<file path="src/hdl/per_address_rate_limiter_top_assert.svh">
// Assertion macros for the per-address rate limiter.
// Included by modules that check their own control logic; no other dependencies.
`ifndef PER_ADDRESS_RATE_LIMITER_TOP_ASSERT_SVH
`define PER_ADDRESS_RATE_LIMITER_TOP_ASSERT_SVH

// Same-cycle implication, checked outside reset.
`define PARL_ASSERT_NOW(label, clk, rst_n, ante, cons, msg) \
  label: assert property (@(posedge clk) disable iff (!rst_n) (ante) |-> (cons)) \
    else $error(msg);

// Next-cycle implication, checked outside reset.
`define PARL_ASSERT_NEXT(label, clk, rst_n, ante, cons, msg) \
  label: assert property (@(posedge clk) disable iff (!rst_n) (ante) |=> (cons)) \
    else $error(msg);

`endif

</file>
<file path="src/hdl/parl_ram.sv">
// Generic single-port-write, single-port-read RAM with registered read data.
// No dependencies.
module parl_ram #(
  parameter int WIDTH = 8,
  parameter int DEPTH = 64,
  parameter int AW    = (DEPTH > 1) ? $clog2(DEPTH) : 1
) (
  input  logic                      clk,
  input  logic                      we,
  input  logic [AW-1:0]             waddr,
  input  logic [WIDTH-1:0]          wdata,
  input  logic [AW-1:0]             raddr,
  output logic [WIDTH-1:0]          rdata
);
  logic [WIDTH-1:0] mem [DEPTH];
  logic [WIDTH-1:0] rdata_r;

  always_ff @(posedge clk) begin
    if (we) begin
      mem[waddr] <= wdata;
    end
    rdata_r <= mem[raddr];
  end

  assign rdata = rdata_r;
endmodule

</file>
<file path="config.mk">
export PLATFORM = sky130hd
export DESIGN_NAME = parl_ram
export DESIGN_NICKNAME = d
export VERILOG_FILES = /design/src/hdl/per_address_rate_limiter_top_assert.svh /design/src/hdl/parl_ram.sv
export SDC_FILE = /design/constraint.sdc
export NUM_CORES = 1
export LEC_CHECK = 0
export BUFFER_PORTS_ARGS = -buffer_cell sky130_fd_sc_hd__buf_4
export CORE_ASPECT_RATIO = 1.25
export CORE_UTILIZATION = 41
export CTS_CLUSTER_DIAMETER = 60
export DETAILED_ROUTE_END_ITERATION = 8
export SLEW_MARGIN = 20
export SYNTH_ARGS = -nofsm -noshare
export SYNTH_HDL_FRONTEND = slang
export SYNTH_SLANG_ARGS = --single-unit
</file>
<file path="constraint.sdc">
create_clock -name clk -period 2.8 [get_ports clk]
set_input_delay 0.42 -clock clk [delete_from_list [all_inputs] [get_ports clk]]
set_output_delay 0.42 -clock clk [all_outputs]
set_load 0.01 [all_outputs]
</file>
==> run_results.csv, run 1 <==
group,metric,value,unit
cts,clock-root-buffer,"clkbuf_16",
setup_path,worstPathArrival,2500,ps
power,pwr_density_cell,675,mW/mm^2
global_route,antenna_found_initial,4,
cts,ctsResizeCount,0,
synth,async_flop_share,0,%
place,dp_slack,125,ps
power,power.share.clock,39.5,%
timing,slew_headroom,48.4,%
final_layout,final_util,47.9,%
global_route,grt_pass1_wl,66000,um
final_layout,fin_cells,1749,
place,place_inst,1662,
timing,report.final.setup_viol,0,
cts,clock_path_buffers,3,
synth,yosys_register_bits,520,
timing,worst_slack,703,ps
power,power_frac_comb,5.3,%
timing,clock_skew,29.8,ps
cts,clk_latency,570,ps
final_layout,drive_gt1_share,30.3,%
power,p_sw_share,20.6,%
setup_path,worstPathMaxFanout,24,
synth,netlist_instances,940,
synth,yosysUniqueCellTypes,40,
synth,synth.net_count,962,
detailed_routing,vias,9597,
floorplan,dieHeight,250,um
cts,hold_buffers,0,
timing,period_needed,2100,ps
timing,setup_tns,0,ps
timing,timing_hold_violations_final,0,
cts,clk_pin_slew_worst_paths,70,ps
timing,fmax,477,MHz
cts,cts_buffers,48,
detailed_routing,ant_nets,0,
global_route,grt_pass1_vias,10000,
min_path,hold_depth,2,
detailed_routing,wl,44400,um
power,p_int,12.4,mW
detailed_routing,dr.pass1.iters,5,
detailed_routing,wl_per_cell,25.4,um
synth,synth_area_leaders,"edfxtp_1, mux4_2, nor2_1",
timing,worstMarginPinSlew,773,ps
floorplan,rows,90,
power,pwr-share-seq,55.2,%
timing,period_share,74.9,%
cts,cts_sinks,520,
synth,syn_area_per_cell,21.5,sq um
detailed_routing,drt_iter0_markers,911,
flow_run,maxCapViolations,0,
cts,postCtsSetupBuffers,0,
floorplan,start_util,41.6,%
global_route,grtUsageTotal,18.0,%
power,p_total,15.6,mW
synth,synth_largest_area_cell,"edfxtp_1",
setup_path,r2r_cells,5,
outcome,status,"finished clean",
final_layout,nFillCells,3975,
cts,cts_tree,"done",
floorplan,die_w,200,um
min_path,hold_class,"in -> reg",
synth,synth.top_cell.area_share,76.2,%
setup_path,worstSetupStartpointType,"input port",
final_layout,area_delta_synth_final,15.0,%
synth,ys.flop_type,"edfxtp_1",
place,routabilityCongestion,0.825,
power,p_sw,3.22,mW
power,ir_worst_vdd,0.381,mV
global_route,overflow,0,
cts,htreeDepth,2,
synth,synth_seq_area_share,77.0,%
global_route,grt_max_degree,65,
floorplan,dieArea,0.0501,sq mm
timing,rsz0062_at_grt,"no",
timing,drv_slew,0,
synth,synth_edf_count,512,
place,port_buffers,29,
floorplan,pin_count,30,
setup_path,critPathRequiredTime,3210,ps
floorplan,core,0.0484,sq mm
place,dp_hpwl,28000,um
final_layout,layout.nets,1090,
setup_path,path_class,"in -> reg",
setup_path,end_kind,"flip-flop",
synth,synth_warnings,0,
power,power.leakage,7.37,nW
detailed_routing,via_per_inst,5.49,
synth,mappedNetlistArea,0.0202,sq mm
detailed_routing,drc,0,
-- final timing paths --
path                              from               end  slack, ps
setup reg to reg  mem[20][4]$_DFFE_PP_  rdata[4]$_DFF_P_        800
hold reg to reg   mem[22][2]$_DFFE_PP_  rdata[2]$_DFF_P_        830
hold / removal                raddr[5]  rdata[6]$_DFF_P_        210
setup / recovery              raddr[0]  rdata[7]$_DFF_P_        700
-- kinds of logic after synthesis --
logic type             Yosys count  synth area share, %
and+or+nand+nor                153                 3.39
muxes                          162                 15.9
buffers and inverters           51                 1.57
AOI/OAI and AO/OA               54                 2.07
DFF                            520                 77.0
-- layout make-up --
type	count	area, sq um	area share (%)
clock buffer	64	1310	5.67
multi-input combinational	369	4320	18.6
antenna	2	5.00	0.0216
clock inverter	21	151	0.653
sequential	520	15500	67.0
timing repair buffer	129	1060	4.58
tap	644	806	3.47
-- cell usage in the layout, fill, tap and decap left out, types with 2 or more instances in the layout --
| cell type | instances |
|---|---|
| edfxtp_1 | 512 |
| mux4_2 | 126 |
| buf_4 | 121 |
| nor2_1 | 83 |
| clkbuf_16 | 50 |
| mux2i_1 | 23 |
| nand2_1 | 19 |
| nor2b_1 | 14 |
| mux2_2 | 13 |
| nand3_1 | 13 |
| clkbuf_1 | 13 |
| clkinv_2 | 9 |
| o221ai_1 | 8 |
| o22ai_1 | 8 |
| clkinv_1 | 8 |
| dfxtp_1 | 8 |
| nand2b_1 | 7 |
| nor3_1 | 7 |
| buf_12 | 7 |
| a221oi_1 | 6 |
| a211oi_1 | 4 |
| nand3b_1 | 3 |
| a21oi_1 | 3 |
| a22oi_1 | 3 |
| o2111ai_1 | 3 |
| o2bb2ai_1 | 3 |
| diode_2 | 2 |
| o221a_2 | 2 |
| nor4_1 | 2 |
| o32ai_1 | 2 |
| a2111oi_0 | 2 |
| o21a_1 | 2 |
| o21ai_1 | 2 |
| o41ai_1 | 2 |
| nand4_1 | 2 |
| o21ai_0 | 2 |
| clkbuf_8 | 2 |
| bufinv_16 | 2 |
-- state kept, by name, indices dropped and copies added, names as in the netlist --
register	count
rdata	8
mem	512
-- worst max-delay path: stages --
cell and delay, ps:
clkbuf_8 320, buf_12 240, mux4_2 520, mux4_2 520, o21ai_0 320, nand2_1 130
-- cell usage after synthesis, drive strengths merged (2+ instances only) --
master   count
o41ai        2
a211oi       4
o21a         2
a221oi       6
o221ai       8
o2111ai      3
nor2        83
nand4        2
nand2b       7
nor4         2
mux2i       23
nor3         7
o2bb2ai      3
clkbuf      17
mux2        13
nand3       13
edfxtp     512
buf         34
nand2       19
o221a        2
o21ai        4
dfxtp        8
mux4       126
a21oi        3
o32ai        2
o22ai        8
nor2b       14
a2111oi      2
nand3b       3
a22oi        3
-- metal layers --
layer | routed length (um) | track usage [%] | vias to the layer above
li1 | - | - | 4179
met1 | 18300 | 23.5 | 5097
met2 | 22300 | 30.1 | 252
met3 | 2470 | 3.38 | 65
met4 | 1290 | 6.43 | 4
met5 | 22 | 0 | -
-- power groups by stage --
stage / sequential [mW] / combinational, mW / clock (mW)
after CTS: 8.64 / 0.844 / 6.27
final: 8.64 / 0.830 / 6.17
after detailed placement: 8.81 / 0.842 / 0
after global placement: 8.81 / 0.831 / 0
after floorplan: 8.80 / 0.459 / 0
after global routing: 8.64 / 0.888 / 6.54
-- through the flow --
stage | area (sq um) | hold slack (ps)
after detailed placement | 21700 | 786
after floorplan | 20200 | 519
after CTS | 23200 | 193
after global placement | 21700 | 785
after global routing | 23200 | 215
final | 23200 | 215
No activity file was read; power rests on OpenSTA's default activity.
==> run 2, diff against run 1 <==
- clock period: 2.8 -> 1.8 ns (I/O delays scaled with it)
==> run 2 against run 1 <==
The run now ends with negative setup slack left. Worst hold slack got worse by 120 ps. Register-to-register slack got worse by 840 ps. Via count increased by 3.3%. Die area unchanged. Final cell count increased by 3.5%. Power increased by 56%.
==> run_results.csv, run 2 (same netlist as run 1, synthesis figures left out) <==
group,metric,value,unit
detailed_routing,wl_per_cell,25.3,um
setup_path,startpoint,"mem[21][6]$_DFFE_PP_",
final_layout,largest_reg_flops,512,
timing,worst_slack,-41.9,ps
setup_path,path_class,"reg -> reg",
final_layout,antennaDiodeCount,0,
cts,postCtsSetupBuffers,0,
cts,clk_pin_slew_worst_paths,70,ps
floorplan,core,0.0484,sq mm
floorplan,die_w,200,um
detailed_routing,wl_met3,2020,um
setup_path,worstPathArrival,2280,ps
detailed_routing,via_per_inst,5.47,
cts,clock-root-buffer,"clkbuf_16",
min_path,hold_class,"in -> reg",
setup_path,worstPathMaxFanout,1,
detailed_routing,dr.pass1.iters,8,
floorplan,dieArea,0.0501,sq mm
timing,worstMarginPinSlew,707,ps
place,routabilityCongestion,0.828,
power,ir_worst_vdd,0.668,mV
global_route,grtUsageTotal,18.7,%
timing,report.final.setup_viol,4,
final_layout,layout_commonest_cell,"edfxtp_1",
cts,clk_latency,560,ps
final_layout,final_cell_mix,"edfxtp_1, buf_4, mux4_2",
detailed_routing,met1_length,18500,um
setup_path,crit_end,"rdata[6]$_DFF_P_",
timing,rsz0062_at_grt,"yes",
final_layout,drive_gt1_share,36.2,%
setup_path,r2r_cells,5,
cts,cts_buffers,47,
setup_path,end_kind,"flip-flop",
setup_path,worstSetupStartpointType,"flip-flop",
timing,whs,95.7,ps
timing,clock_skew,12.8,ps
cts,clock_path_buffers,3,
timing,setup_tns,-80.4,ps
power,power.leakage,7.74,nW
setup_path,r2r-start,"mem[21][6]$_DFFE_PP_",
setup_path,critPathRequiredTime,2240,ps
flow_run,maxCapViolations,0,
min_path,hold_depth,3,
global_route,overflow,0,
final_layout,area_delta_synth_final,18.2,%
final_layout,registers.top_by_ff_count,"mem",
setup_path,r2r_end,"rdata[6]$_DFF_P_",
detailed_routing,wl_met2,24100,um
place,dp_slack,-743,ps
detailed_routing,ant_nets,0,
detailed_routing,vias,9911,
place,dpl_cell_area,0.0222,sq mm
final_layout,fin_cells,1811,
outcome,status,"complete, but fails checks",
global_route,antenna_found_initial,0,
timing,drv_slew,0,
floorplan,dieHeight,250,um
timing,period_share,102,%
outcome,violations,"negative setup slack",
setup_path,ff2ff_setup_slack,-40,ps
place,place_inst,1727,
final_layout,layout.nets,1153,
power,pwr_density_cell,1020,mW/mm^2
floorplan,pin_count,30,
floorplan,rows,90,
cts,cts_tree,"done",
cts,htreeDepth,2,
detailed_routing,drc,0,
timing,period_needed,1840,ps
global_route,grt_pass1_vias,10400,
global_route,grt_max_degree,65,
detailed_routing,top_layer_used,"met4",
power,p_total,24.4,mW
global_route,grt_pass1_wl,68300,um
detailed_routing,wl,45900,um
final_layout,design_area,0.0238,sq mm
timing,timing_hold_violations_final,0,
final_layout,final_util,49.2,%
timing,slew_headroom,52.9,%
cts,cts_sinks,520,
place,port_buffers,29,
floorplan,start_util,41.6,%
timing,fmax,543,MHz
place,dp_hpwl,29500,um
detailed_routing,drt_iter0_markers,768,
-- run 2: critical path: stages (launching register included) --
cell and delay, ps:
edfxtp_1 370, mux4_2 480, mux2_4 300, o221a_4 270, nor3_4 190, o32ai_2 100
-- run 2: worst min-delay path by stage --
stage / start / end / slack [ps]
after floorplan: wdata[0] / mem[0][0]$_DFFE_PP_ / 370
after global placement: raddr[5] / rdata[3]$_DFF_P_ / 650
after detailed placement: raddr[5] / rdata[3]$_DFF_P_ / 650
after CTS: raddr[5] / rdata[0]$_DFF_P_ / 70
after global routing: raddr[5] / rdata[0]$_DFF_P_ / 100
final: raddr[5] / rdata[0]$_DFF_P_ / 100
-- run 2: layout make-up --
| class | count | area (sq um) |
|---|---|---|
| clock buffer | 62 | 1280 |
| clock inverter | 23 | 173 |
| fill | 3893 | 24600 |
| multi-input combinational | 369 | 4470 |
| sequential | 520 | 15500 |
| tap | 644 | 806 |
| timing repair buffer | 193 | 1580 |
-- run 2: timing repair --
| item | CTS | global route |
|---|---|---|
| pin swaps | 5 | 1 |
| hold buffers | 0 | 0 |
| gates resized for setup | 26 | 9 |
| setup endpoints to repair | 8 | 8 |
-- run 2: power breakdown --
group	leakage, nW	internal, mW	switching, mW
combinational	2.35	0.631	0.828
sequential	4.67	13.4	0.0397
clock	0.713	5.30	4.21
total	7.74	19.3	5.07
-- run 2: routing by layer --
layer | vias to the layer above | GRT usage [%]
li1 | 4297 | -
met1 | 5298 | 23.9
met2 | 251 | 33.1
met3 | 65 | 2.27
met4 | 0 | 5.82
met5 | - | 0
==> run 3, diff against run 2 <==
- CORE_ASPECT_RATIO: 1.25 -> 1.2
==> run 3 against run 2 <==
The flow still finishes with violations (negative setup slack). Via count grew 0.51%. Global-route usage grew 0.53 points. Count of clock-buffer cells in the layout shrank 4. Sequential power is essentially flat. Utilization grew 0.70 points. Sequential share of layout area shrank 0.79 points. Maximum frequency shrank 2.7%. First-iteration DRC count grew 3.6%. Register-to-register slack lost 50 ps. Worst hold slack lost 18 ps. Worst setup slack lost 52 ps. Critical path depth grew 1. Highest routed layer unchanged.
==> run_results.csv, run 3 (same netlist as run 1, synthesis figures left out) <==
group,metric,value,unit
final_layout,registers.top_by_ff_count,"mem",
power,p_total,25.2,mW
final_layout,fin_cells,1818,
setup_path,critPathRequiredTime,2240,ps
timing,period_needed,1890,ps
timing,worst_slack,-93.9,ps
global_route,grtUsageTotal,19.2,%
setup_path,worstPathArrival,2340,ps
floorplan,start_util,41.7,%
global_route,grt_pass1_vias,10500,
setup_path,worstPathMaxFanout,1,
place,dp_hpwl,30200,um
final_layout,area_delta_synth_final,19.7,%
final_layout,largest_reg_flops,512,
final_layout,final_util,49.9,%
min_path,hold_class,"in -> reg",
power,pwr_density_cell,1050,mW/mm^2
timing,timing_hold_violations_final,0,
power,power.share.clock,40.7,%
cts,hold_buffers,0,
place,place_inst,1731,
flow_run,maxCapViolations,0,
cts,cts_tree,"done",
global_route,antenna_found_initial,0,
detailed_routing,wl_per_cell,25.6,um
detailed_routing,ant_nets,0,
global_route,busiest_layer,"met2",
timing,worstMarginPinSlew,703,ps
power,ir_worst_vdd,0.584,mV
cts,clock_path_buffers,3,
floorplan,core,0.0483,sq mm
detailed_routing,dr.pass1.iters,5,
detailed_routing,drt_iter0_markers,796,
cts,cts_sinks,520,
timing,rsz0062_at_grt,"yes",
final_layout,final_cell_mix,"edfxtp_1, buf_4, mux4_2",
timing,report.final.setup_viol,4,
timing,fmax,528,MHz
timing,period_share,105,%
global_route,grt_pass1_wl,69200,um
final_layout,layout_commonest_cell,"edfxtp_1",
place,routabilityCongestion,0.820,
floorplan,pin_count,30,
power,pwr-share-seq,53.3,%
detailed_routing,wl,46500,um
cts,cts_buffers,48,
timing,whs,77.9,ps
power,p_int,20.0,mW
floorplan,die_w,204,um
place,port_buffers,29,
detailed_routing,drc,0,
cts,clk_pin_slew_worst_paths,60,ps
global_route,grt_max_degree,65,
power,p_sw,5.18,mW
global_route,met2_usage,33.0,%
global_route,overflow,0,
timing,drv_slew,0,
timing,slew_headroom,53.2,%
setup_path,path_class,"reg -> reg",
detailed_routing,via_per_inst,5.48,
power,p_sw_share,20.5,%
final_layout,nFillCells,3819,
place,dp_slack,-624,ps
setup_path,end_kind,"flip-flop",
power,power.leakage,7.90,nW
cts,clk_latency,560,ps
cts,htreeDepth,2,
timing,clock_skew,9.65,ps
final_layout,drive_gt1_share,36.7,%
detailed_routing,vias,9962,
global_route,grtUsageMet3,2.43,%
floorplan,dieHeight,245,um
outcome,violations,"negative setup slack",
outcome,status,"complete, but fails checks",
power,power_frac_comb,6.0,%
floorplan,rows,88,
floorplan,dieArea,0.0501,sq mm
global_route,use_met1,25.6,%
final_layout,layout.nets,1173,
cts,clock-root-buffer,"clkbuf_16",
setup_path,worstSetupStartpointType,"flip-flop",
[run 3: area by class of cell]
cell class,count,area [sq um],share of cell area (%)
repair buffers,212,1810,7.48
clock inverters,28,318,1.32
flip-flops and latches,520,15500,64.4
multi-input cells,369,4430,18.4
clock buffers,58,1260,5.22
well taps,630,788,3.27
diodes,1,2.50,0.0104
[run 3: metal layers]
metal | vias to the layer above | routed length [um]
li1 | 4347 | -
met1 | 5322 | 19300
met2 | 228 | 24100
met3 | 65 | 2000
met4 | 0 | 1120
met5 | - | 0
[run 3: critical path: stages (launching register included)]
cell,delay (ps)
edfxtp_1,390
mux4_2,470
mux2_4,290
o221a_4,270
nor3_4,140
buf_6,130
o32ai_2,80
[run 3: final timing paths]
path,startpoint,to,slack (ps),cells after the start
worst max-delay path,mem[24][4]$_DFFE_PP_,rdata[4]$_DFF_P_,-90,6
worst min-delay path,raddr[5],rdata[5]$_DFF_P_,80,2
worst max register to register,mem[24][4]$_DFFE_PP_,rdata[4]$_DFF_P_,-90,6
worst min register to register,mem[30][6]$_DFFE_PP_,rdata[6]$_DFF_P_,830,3
[run 3: power by group through the flow]
stage	Combinational, mW	Clock [mW]	Sequential, mW
2_1_floorplan	0.726	0	13.7
3_3_place_gp	1.47	0	13.7
3_5_place_dp	1.49	0	13.7
4_1_cts	1.53	10.5	13.4
5_1_grt	1.60	10.9	13.4
6_report	1.51	10.3	13.4
[run 3: per-stage QoR]
step           instance area (sq um)  setup TNS [ps]
2_1_floorplan                  20200           -45.1
3_3_place_gp                   22400           -4210
3_5_place_dp                   22400           -4320
4_1_cts                        24100            -232
5_1_grt                        24100            -455
6_report                       24100            -203
[run 3: what timing repair did]
| item | CTS | global route |
|---|---|---|
| gates resized for setup | 20 | 7 |
| setup buffers | 0 | 0 |
| pin swaps | 3 | 0 |
| endpoints found under the setup margin | 7 | 8 |
